[config.mk]
export PLATFORM = sky130hd
export DESIGN_NAME = multi_axis_timed_step_scheduler_core
export DESIGN_NICKNAME = d
export VERILOG_FILES = /design/src/sv/mats_pkg.sv /design/src/sv/multi_axis_timed_step_scheduler_core.sv
export SDC_FILE = /design/constraint.sdc
export NUM_CORES = 2
export LEC_CHECK = 0
export ABC_AREA = 1
export BUFFER_PORTS_ARGS = -buffer_cell sky130_fd_sc_hd__buf_2
export CAP_MARGIN = 10
export CORE_ASPECT_RATIO = 1.75
export CORE_MARGIN = 4
export CORE_UTILIZATION = 45
export CTS_BUF_LIST = sky130_fd_sc_hd__clkbuf_8 sky130_fd_sc_hd__clkbuf_16
export DETAILED_ROUTE_END_ITERATION = 8
export PLACE_DENSITY_LB_ADDON = 0.3
export SYNTH_ARGS = -nofsm -noshare
export SYNTH_HDL_FRONTEND = slang
export SYNTH_SLANG_ARGS = --single-unit
[constraint.sdc]
create_clock -name clock -period 19.4 [get_ports clock]
set_input_delay 0.97 -clock clock [delete_from_list [all_inputs] [get_ports clock]]
set_output_delay 0.97 -clock clock [all_outputs]
set_load 0.02 [all_outputs]
[src/sv/mats_pkg.sv]
// ----------------------------------------------------------------------------
// mats_pkg
// Shared types and constants for the five-axis timed step scheduler.
// ----------------------------------------------------------------------------
package mats_pkg;

   localparam int AXES          = 5;
   localparam int STEP_W        = 24;
   localparam int DUR_W         = 20;
   localparam int LIM_W         = 6;
   localparam int POS_W         = 32;
   localparam int ELAP_W        = 21;
   localparam int TIME_STEP     = 2;
   localparam int FRAC_BITS_DEF = 16;

   // request commands
   localparam logic CMD_LOAD = 1'b0;
   localparam logic CMD_TICK = 1'b1;

   // active-low end switch bit positions
   localparam int LIM_XMIN = 0;
   localparam int LIM_XMAX = 1;
   localparam int LIM_YMIN = 2;
   localparam int LIM_YMAX = 3;
   localparam int LIM_ZMIN = 4;
   localparam int LIM_ZMAX = 5;

   typedef struct packed {
      logic                     cmd;
      logic signed [STEP_W-1:0] steps_x;
      logic signed [STEP_W-1:0] steps_y;
      logic signed [STEP_W-1:0] steps_z;
      logic signed [STEP_W-1:0] steps_p;
      logic signed [STEP_W-1:0] steps_b;
      logic        [DUR_W-1:0]  duration_ms;
      logic        [LIM_W-1:0]  limit_bits;
   } req_type;

   typedef struct packed {
      logic        [AXES-1:0]  step_mask;
      logic        [AXES-1:0]  dir_mask;
      logic                    move_active;
      logic signed [POS_W-1:0] pos_x;
      logic signed [POS_W-1:0] pos_y;
      logic signed [POS_W-1:0] pos_z;
      logic signed [POS_W-1:0] pos_p;
      logic signed [POS_W-1:0] pos_b;
   } rsp_type;

endpackage

[src/sv/multi_axis_timed_step_scheduler_core.sv]
// ----------------------------------------------------------------------------
// multi_axis_timed_step_scheduler_core
// Five-axis coordinated step generator with bit-serial interval dividers.
// ----------------------------------------------------------------------------
// Tick request: result registered into the output register or skid entry; ticks
//   can be accepted back to back, one per cycle, while the result buffer has room.
// Load request: result pushed when the restoring divider finishes; it retires one
//   quotient bit per cycle in each of the five parallel axis lanes, and no
//   request is accepted while it runs.
// Reset (synchronous): move stopped, positions zero, all axes idle, directions forward.
module multi_axis_timed_step_scheduler_core #(
   parameter int FRAC_BITS = mats_pkg::FRAC_BITS_DEF
) (
   input  logic              clock,
   input  logic              reset,
   input  logic              req_valid,
   output logic              req_stall,
   input  mats_pkg::req_type req_data,
   output logic              rsp_valid,
   input  logic              rsp_stall,
   output mats_pkg::rsp_type rsp_data
);

   localparam int AXES   = mats_pkg::AXES;
   localparam int STEP_W = mats_pkg::STEP_W;
   localparam int DUR_W  = mats_pkg::DUR_W;
   localparam int POS_W  = mats_pkg::POS_W;
   localparam int ELAP_W = mats_pkg::ELAP_W;
   localparam int DIV_W  = DUR_W + FRAC_BITS;
   localparam int NEXT_W = ELAP_W + FRAC_BITS + 3;
   localparam int CNT_W  = $clog2(DIV_W);

   typedef enum logic [1:0] {
      ST_IDLE = 2'b01,
      ST_DIV  = 2'b10
   } state_type;

   state_type               state_ff, state_in;
   logic [CNT_W-1:0]        cnt_ff, cnt_in;
   logic [ELAP_W-1:0]       elapsed_ff, elapsed_in;
   logic [DUR_W-1:0]        mlen_ff, mlen_in;
   logic                    running_ff, running_in;
   logic [AXES-1:0]         dir_ff, dir_in;
   logic [AXES-1:0]         idle_ff, idle_in;
   logic [DIV_W-1:0]        int_ff [AXES];
   logic [DIV_W-1:0]        int_in [AXES];
   logic [NEXT_W-1:0]       next_ff [AXES];
   logic [NEXT_W-1:0]       next_in [AXES];
   logic [POS_W-1:0]        pos_ff [AXES];
   logic [POS_W-1:0]        pos_in [AXES];
   logic [DIV_W-1:0]        quo_ff [AXES];
   logic [DIV_W-1:0]        quo_in [AXES];
   logic [STEP_W-1:0]       rem_ff [AXES];
   logic [STEP_W-1:0]       rem_in [AXES];
   logic [STEP_W-1:0]       dvsr_ff [AXES];
   logic [STEP_W-1:0]       dvsr_in [AXES];

   mats_pkg::rsp_type       out_ff, out_in, skid_ff, skid_in, rsp_new;
   logic                    out_vld_ff, out_vld_in, skid_vld_ff, skid_vld_in;

   logic                    acc, is_load, is_tick, div_last, push, pop;
   logic [STEP_W-1:0]       steps_w [AXES];
   logic [STEP_W-1:0]       mag_w [AXES];
   logic [AXES-1:0]         held, due;
   logic [ELAP_W-1:0]       elapsed_add;
   logic [NEXT_W-1:0]       tfix;
   logic [STEP_W:0]         rem_sh [AXES];
   logic [STEP_W:0]         diff_w [AXES];
   logic [AXES-1:0]         ge_w;
   logic [DIV_W-1:0]        quo_step [AXES];
   logic [STEP_W-1:0]       rem_step [AXES];

   assign req_stall = (state_ff == ST_DIV) | (out_vld_ff & skid_vld_ff);
   assign acc       = req_valid & ~req_stall;
   assign is_load   = acc & (req_data.cmd == mats_pkg::CMD_LOAD);
   assign is_tick   = acc & (req_data.cmd == mats_pkg::CMD_TICK);
   assign div_last  = (state_ff == ST_DIV) && (cnt_ff == CNT_W'(DIV_W - 1));
   assign push      = is_tick | div_last;
   assign pop       = out_vld_ff & ~rsp_stall;

   assign steps_w[0] = req_data.steps_x;
   assign steps_w[1] = req_data.steps_y;
   assign steps_w[2] = req_data.steps_z;
   assign steps_w[3] = req_data.steps_p;
   assign steps_w[4] = req_data.steps_b;

   // Z is wired with max on the negative end
   always_comb begin
      held    = '0;
      held[0] = (~req_data.limit_bits[mats_pkg::LIM_XMIN] & ~dir_ff[0]) |
                (~req_data.limit_bits[mats_pkg::LIM_XMAX] &  dir_ff[0]);
      held[1] = (~req_data.limit_bits[mats_pkg::LIM_YMIN] & ~dir_ff[1]) |
                (~req_data.limit_bits[mats_pkg::LIM_YMAX] &  dir_ff[1]);
      held[2] = (~req_data.limit_bits[mats_pkg::LIM_ZMAX] & ~dir_ff[2]) |
                (~req_data.limit_bits[mats_pkg::LIM_ZMIN] &  dir_ff[2]);
   end

   assign elapsed_add = ELAP_W'(elapsed_ff + ELAP_W'(mats_pkg::TIME_STEP));
   assign tfix        = NEXT_W'({elapsed_add, {FRAC_BITS{1'b0}}});

   // per-lane compare and one restoring divide step
   always_comb begin
      for (int i = 0; i < AXES; i++) begin
         mag_w[i]    = steps_w[i][STEP_W-1] ? STEP_W'(-steps_w[i]) : steps_w[i];
         due[i]      = running_ff & ~idle_ff[i] & (tfix >= next_ff[i]) & ~held[i];
         rem_sh[i]   = {rem_ff[i], quo_ff[i][DIV_W-1]};
         diff_w[i]   = rem_sh[i] - {1'b0, dvsr_ff[i]};
         ge_w[i]     = rem_sh[i] >= {1'b0, dvsr_ff[i]};
         rem_step[i] = ge_w[i] ? diff_w[i][STEP_W-1:0] : rem_sh[i][STEP_W-1:0];
         quo_step[i] = {quo_ff[i][DIV_W-2:0], ge_w[i]};
      end
   end

   always_comb begin
      state_in   = state_ff;
      cnt_in     = cnt_ff;
      elapsed_in = elapsed_ff;
      mlen_in    = mlen_ff;
      running_in = running_ff;
      dir_in     = dir_ff;
      idle_in    = idle_ff;
      int_in     = int_ff;
      next_in    = next_ff;
      pos_in     = pos_ff;
      quo_in     = quo_ff;
      rem_in     = rem_ff;
      dvsr_in    = dvsr_ff;

      if (is_load) begin
         state_in   = ST_DIV;
         cnt_in     = '0;
         elapsed_in = '0;
         mlen_in    = req_data.duration_ms;
         running_in = 1'b1;
         for (int i = 0; i < AXES; i++) begin
            dir_in[i]  = ~steps_w[i][STEP_W-1];
            idle_in[i] = (steps_w[i] == '0);
            quo_in[i]  = {req_data.duration_ms, {FRAC_BITS{1'b0}}};
            rem_in[i]  = '0;
            dvsr_in[i] = mag_w[i];
         end
      end

      if (is_tick && running_ff) begin
         elapsed_in = elapsed_add;
         running_in = elapsed_add <= ELAP_W'(mlen_ff);
         for (int i = 0; i < AXES; i++) begin
            if (due[i]) begin
               next_in[i] = next_ff[i] + NEXT_W'(int_ff[i]);
               pos_in[i]  = dir_ff[i] ? pos_ff[i] + POS_W'(1) : pos_ff[i] - POS_W'(1);
            end
         end
      end

      if (state_ff == ST_DIV) begin
         cnt_in = cnt_ff + CNT_W'(1);
         quo_in = quo_step;
         rem_in = rem_step;
         if (div_last) begin
            state_in = ST_IDLE;
            for (int i = 0; i < AXES; i++) begin
               int_in[i]  = idle_ff[i] ? '0 : quo_step[i];
               next_in[i] = idle_ff[i] ? '0 : NEXT_W'(quo_step[i]);
            end
         end
      end
   end

   always_comb begin
      rsp_new.step_mask   = is_tick ? due : '0;
      rsp_new.dir_mask    = dir_ff;
      rsp_new.move_active = running_in;
      rsp_new.pos_x       = pos_in[0];
      rsp_new.pos_y       = pos_in[1];
      rsp_new.pos_z       = pos_in[2];
      rsp_new.pos_p       = pos_in[3];
      rsp_new.pos_b       = pos_in[4];
   end

   // two-entry result buffer: output register plus skid
   always_comb begin
      out_in      = out_ff;
      out_vld_in  = out_vld_ff;
      skid_in     = skid_ff;
      skid_vld_in = skid_vld_ff;
      if (pop && skid_vld_ff) begin
         out_in = skid_ff;
         if (push) begin
            skid_in = rsp_new;
         end else begin
            skid_vld_in = 1'b0;
         end
      end else if (pop) begin
         out_in     = rsp_new;
         out_vld_in = push;
      end else if (push) begin
         if (!out_vld_ff) begin
            out_in     = rsp_new;
            out_vld_in = 1'b1;
         end else begin
            skid_in     = rsp_new;
            skid_vld_in = 1'b1;
         end
      end
   end

   always_ff @(posedge clock) begin
      if (reset) begin
         state_ff    <= ST_IDLE;
         cnt_ff      <= '0;
         elapsed_ff  <= '0;
         mlen_ff     <= '0;
         running_ff  <= 1'b0;
         dir_ff      <= '1;
         idle_ff     <= '1;
         out_vld_ff  <= 1'b0;
         skid_vld_ff <= 1'b0;
         for (int i = 0; i < AXES; i++) begin
            int_ff[i]  <= '0;
            next_ff[i] <= '0;
            pos_ff[i]  <= '0;
         end
      end else begin
         state_ff    <= state_in;
         cnt_ff      <= cnt_in;
         elapsed_ff  <= elapsed_in;
         mlen_ff     <= mlen_in;
         running_ff  <= running_in;
         dir_ff      <= dir_in;
         idle_ff     <= idle_in;
         out_vld_ff  <= out_vld_in;
         skid_vld_ff <= skid_vld_in;
         int_ff      <= int_in;
         next_ff     <= next_in;
         pos_ff      <= pos_in;
      end
   end

   always_ff @(posedge clock) begin
      quo_ff  <= quo_in;
      rem_ff  <= rem_in;
      dvsr_ff <= dvsr_in;
      out_ff  <= out_in;
      skid_ff <= skid_in;
   end

   assign rsp_valid = out_vld_ff;
   assign rsp_data  = out_ff;

   a_load_result: assert property (@(posedge clock) disable iff (reset)
      is_load |-> ##DIV_W div_last)
      else $error("load request did not finish its divide on time");

   a_skid_order: assert property (@(posedge clock) disable iff (reset)
      skid_vld_ff |-> out_vld_ff)
      else $error("skid entry held while output register empty");

   a_idle_axis: assert property (@(posedge clock) disable iff (reset)
      push |-> ((rsp_new.step_mask & idle_ff) == '0))
      else $error("idle axis produced a step");

   a_stopped_tick: assert property (@(posedge clock) disable iff (reset)
      (is_tick && !running_ff) |-> (rsp_new.step_mask == '0 && !rsp_new.move_active))
      else $error("tick outside a move changed step state");

endmodule

After elaboration in Yosys (flattened, before gate mapping)
Index checks and enable logic that the tools add are counted.

word-level totals
  register bits = 1,364
  output and inout port bits = 173
  logic and storage cells = 247

operators by class
  $add $sub $neg = 27
  magnitude comparators = 11
  equality and inequality tests = 6
  mux-type cells = 69
  bitwise gates (word level) = 55
  reductions and logical operators = 19

operators with widths
  kind                   number
  $mux 171               9
  $mux 200               3
  $mux 180               2
  $mux 36                10
  $mux 32                10
  $mux 120               2
  $add 40x36->40         5
  $ge 37x40->1           5
  $mux 40                5
  $add 32x1->32 const B  5
  $mux 160               1
  $sub 32x1->32 const B  5
  $ge 25x24->1           5
  $logic_not 24->1       5
  $mux 24                5
  $neg 24->24            5
  $sub 24x24->24         5
  $mux 23                5
  $mux 21                2
  $not 1->1              26
  $and 1x1->1            24
  $add 21x2->21 const B  1
  $le 21x20->1           1
  $mux 6                 2
  15 further kinds       39

Logic depth before layout (Yosys ltp)
  depth in word-level cells = 11
  depth in mapped cells = 26
  mapped depth without buffers = 25

Worst setup path before layout
OpenSTA, ideal clock, no wires.

  path type = input -> register
  from = input req_data[146] in the netlist's numbering
  to = register out_ff, in the netlist rsp_data[0], enable pin
  library setup time = 938 ps
  arrival = 13,202 ps
  data required time = 18,462 ps
  slack = 5,261 ps
  stages = 4
  path through = nand4_4 > nand2_1 > inv_1 > o21ai_0

between the ends
  word-level cells in the longest chain between the ends = 4

RTL lines
  what                         line                                         source
  from (decl)                  multi_axis_timed_step_scheduler_core.sv:18   input mats_pkg::req_type req_data,
  $and 1x1->1                  multi_axis_timed_step_scheduler_core.sv:76   assign is_tick = acc & (req_data.cmd == mats_pkg::CMD_TICK);
  $or 1x1->1                   multi_axis_timed_step_scheduler_core.sv:78   assign push = is_tick | div_last;
  $reduce_bool 3->1 (no line)  --
  $reduce_and 2->1 (no line)   --
  to (signal assigned)         multi_axis_timed_step_scheduler_core.sv:243  out_ff <= out_in;
  to (decl)                    multi_axis_timed_step_scheduler_core.sv:58   mats_pkg::rsp_type out_ff, out_in, skid_ff, skid_in, rsp_new;

No other way between the ends.
A chain may end at the register's enable or synchronous reset.

==> flow_metrics.tcl <==
set metrics [dict create \
    outcome "completed" \
    cts_buffer_depth 4 \
    startpoint_type "flip-flop" \
    layout_common_cells "3504 x nand2_1, 1504 x inv_1, 1464 x nor2_1" \
    grt_pass1_vias 78600 \
    slew_violations 0 \
    placed_area_um2 90500 \
    finalHoldViolations 0 \
    yosysSeqAreaShare_pct 40.3 \
    cts-resized-gates 0 \
    stdcell_count 14700 \
    comb_power_share_pct 10.3 \
    drive_above_1_share_pct 6.14 \
    layout_commonest_cell "nand2_1" \
    path_class "flip-flop to flip-flop" \
    p_switching_w 0.00176 \
    synthArstFlopShare_pct 0 \
    grt_max_degree 209 \
    fin_crit_ns 5.32 \
    clkSlewWorstSetupHoldPaths_ns 0.07 \
    wirelength_um 276000 \
    r2r_slack_ns 14.08 \
    cpMaxStageDelayCell "buf_4" \
    die_area_um2 200000 \
    areaGrowthSynthToFinish_pct 9.99 \
    syn_inst 11900 \
    setup.worst_path.end "rsp_data[93]$_DFFE_PP_" \
    highest_layer "met5" \
    max_freq_mhz 188 \
    rsz0062_at_grt "false" \
    grt_first_pass_wirelength_um 426000 \
    reg2reg_depth 22 \
    pwr-share-clk_pct 42.2 \
    port_buffers 323 \
    drt-initial-drc-count 4488 \
    min_period_over_period_pct 27.4 \
    pwr-share-seq_pct 47.5 \
    cp.arrival_ns 5.87 \
    ys_top_cells_by_area "edfxtp_1 26%, nand2_1 15%, dfxtp_1 14%" \
    yosysTopAreaCellShare_pct 26.4 \
    avgSynthCellArea_um2 7.31 \
    cts_tree "yes" \
    maxCapViolCount 0 \
    grt_usage_pct 26.8 \
    htree_levels 4 \
    path_cells "ha_1 > nand2_1 > nor2_1 > nand3_1 > nor3_1 > nand4_1 > xnor2_1 > buf_4 > ha_1 > a21oi_1 > nand2_1 > nand2_1 > nand2_1 > a21oi_1 > nand2_1 > nand3_2 > buf_4 > inv_2 > buf_4 > or2_2 > nand3_1 > nand2_1" \
    holdCritPathClass "primary input to flip-flop" \
    row_count 212 \
    final_area_um2 95300 \
    ir_drop_uv 77.6 \
    max_stage_delay_ns 0.62 \
    worstMarginPinSlew_ns 1.15 \
    power_density_nw_per_um2 70.3 \
    io_pins 324 \
    die_h_um 588 \
    antenna_found_initial 15 \
    drc_errors 0 \
    synth-main-ff-cell "edfxtp_1" \
    dp_worst_setup_slack_ns 14.14 \
    routedLengthMet1_um 103000 \
    wl_met3_um 11600 \
    yosysTopAreaCell "edfxtp_1" \
    hold_slack_ns 0.384 \
    synthDistinctLibCells 63 \
    start_util_pct 45.4 \
    wl_met2_um 142000 \
    grt-ovfl-total 0 \
    worstPathBufferInverterCount 4 \
    core_um2 191000 \
    path_depth 22 \
    ys_ff_latch 1363 \
    finalSetupTns_ns 0 \
    path_max_fanout 62 \
    firstDrtPassIters 7 \
    placedCellCount 14400 \
    hold_buffers 0 \
    cp_top_family "buffers and inverters" \
    fin_ws_ns 14.08 \
    crit_top_cell "nand2_1" \
    crit_required_ns 19.95 \
    vias_per_cell 5.33 \
    rr_endpoint "rsp_data[93]$_DFFE_PP_" \
    clkSinkCount 1363 \
    cts_setup_buffers 0 \
    synth_edf_count 762 \
    layout.nets 12900 \
    swShare_pct 26.3 \
    slew_headroom_pct 23.5 \
    die_w_um 340 \
    cp-end-kind "flip-flop" \
    fin_skew_ns 0.0465 \
    setup_viol 0 \
    yosys_warnings 0 \
    place_hpwl_um 209000 \
    syn_area_um2 86600 \
    place.gp.congestion 0.994 \
    setup.worst_path.start "elapsed_ff[2]$_SDFFE_PP0P_" \
    insertion_delay_ns 0.82 \
    avgRoutedWirePerCell_um 18.8 \
    postRouteAntennaNets 0 \
    syn-num-nets 12600 \
    num_vias 78300 \
    leakage_nw 44.4 \
    r2r_start "elapsed_ff[2]$_SDFFE_PP0P_" \
    internal_power_w 0.00494 \
    root_buffer "clkbuf_16" \
    cts_buffers 146 \
]
power groups by stage:
stage               combinational (W)  clock [W]  sequential (W)
floorplan                    0.000443          0         0.00328
global placement             0.000678          0         0.00325
detailed placement           0.000686          0         0.00325
CTS                          0.000690    0.00289         0.00319
global route                 0.000765    0.00300         0.00319
finish                       0.000688    0.00283         0.00319
sequential cells by signal, summed over array words and instances, names as in the netlist:
signal	flops
cnt_ff	6
dir_ff	5
dvsr_ff	120
elapsed_ff	20
idle_ff	5
int_ff	180
mlen_ff	20
next_ff	200
pos_ff	160
quo_ff	180
rem_ff	120
rsp_data	171
rsp_valid	1
running_ff	1
skid_ff	171
skid_vld_ff	1
state_ff	2
logic make-up after synthesis:
logic type / after synthesis / share of synthesized area (%)
buf+inv: 1784 / 8.07
xor+xnor: 374 / 3.79
compound gates: 1765 / 11.1
fa+ha+maj: 591 / 8.67
simple gates: 5979 / 28.1
flops: 1363 / 40.3
synth_stat cells, drive strengths merged, types with 129 or more instances:
| cell type | instances |
|---|---|
| a21oi | 745 |
| buf | 129 |
| clkbuf | 151 |
| dfxtp | 601 |
| edfxtp | 762 |
| ha | 576 |
| inv | 1503 |
| nand2 | 3508 |
| nand3 | 565 |
| nand4 | 165 |
| nor2 | 1475 |
| o21ai | 734 |
| xnor2 | 173 |
| xor2 | 201 |
layout make-up:
cell class | count | area, um2
fill | 19100 | 95700
inverter | 1504 | 5660
tap | 2461 | 3080
sequential | 1363 | 34900
clock buffer | 158 | 3870
timing repair buffer | 386 | 2120
antenna | 13 | 32.5
multi-input combinational | 8709 | 44800
clock inverter | 99 | 816
worst reg2reg max path, delay by kind of cell (launching register included):
kind	cells	cell delay [ns]
flops	1	0.37
compound gates	2	0.29
buf+inv	4	1.88
fa+ha+maj	2	0.47
simple gates	13	1.84
xor+xnor	1	0.25
worst min path at each step:
stage	slack [ns]	from	cells after the start	to
floorplan	0.42	next_ff[38]$_SDFF_PP0_	2	next_ff[38]$_SDFF_PP0_
global placement	0.42	next_ff[79]$_SDFF_PP0_	2	next_ff[79]$_SDFF_PP0_
detailed placement	0.43	next_ff[39]$_SDFF_PP0_	2	next_ff[39]$_SDFF_PP0_
CTS	0.33	req_data[98]	1	dvsr_ff[72]$_DFFE_PP_
global route	0.36	req_data[98]	1	dvsr_ff[72]$_DFFE_PP_
finish	0.38	req_data[98]	1	dvsr_ff[72]$_DFFE_PP_
layer usage:
metal,up-vias,track usage [%]
met3,736,3.47
met2,1891,50.6
met4,14,16.0
met1,36500,28.1
met5,-,0
li1,39200,-
stage by stage:
stage	power [W]	utilization, %
2_1_floorplan	0.00372	-
3_3_place_gp	0.00393	47.4
3_5_place_dp	0.00393	47.4
4_1_cts	0.00676	49.9
5_1_grt	0.00696	49.9
6_report	0.00670	49.9
Power figures use the tool's default switching activity.
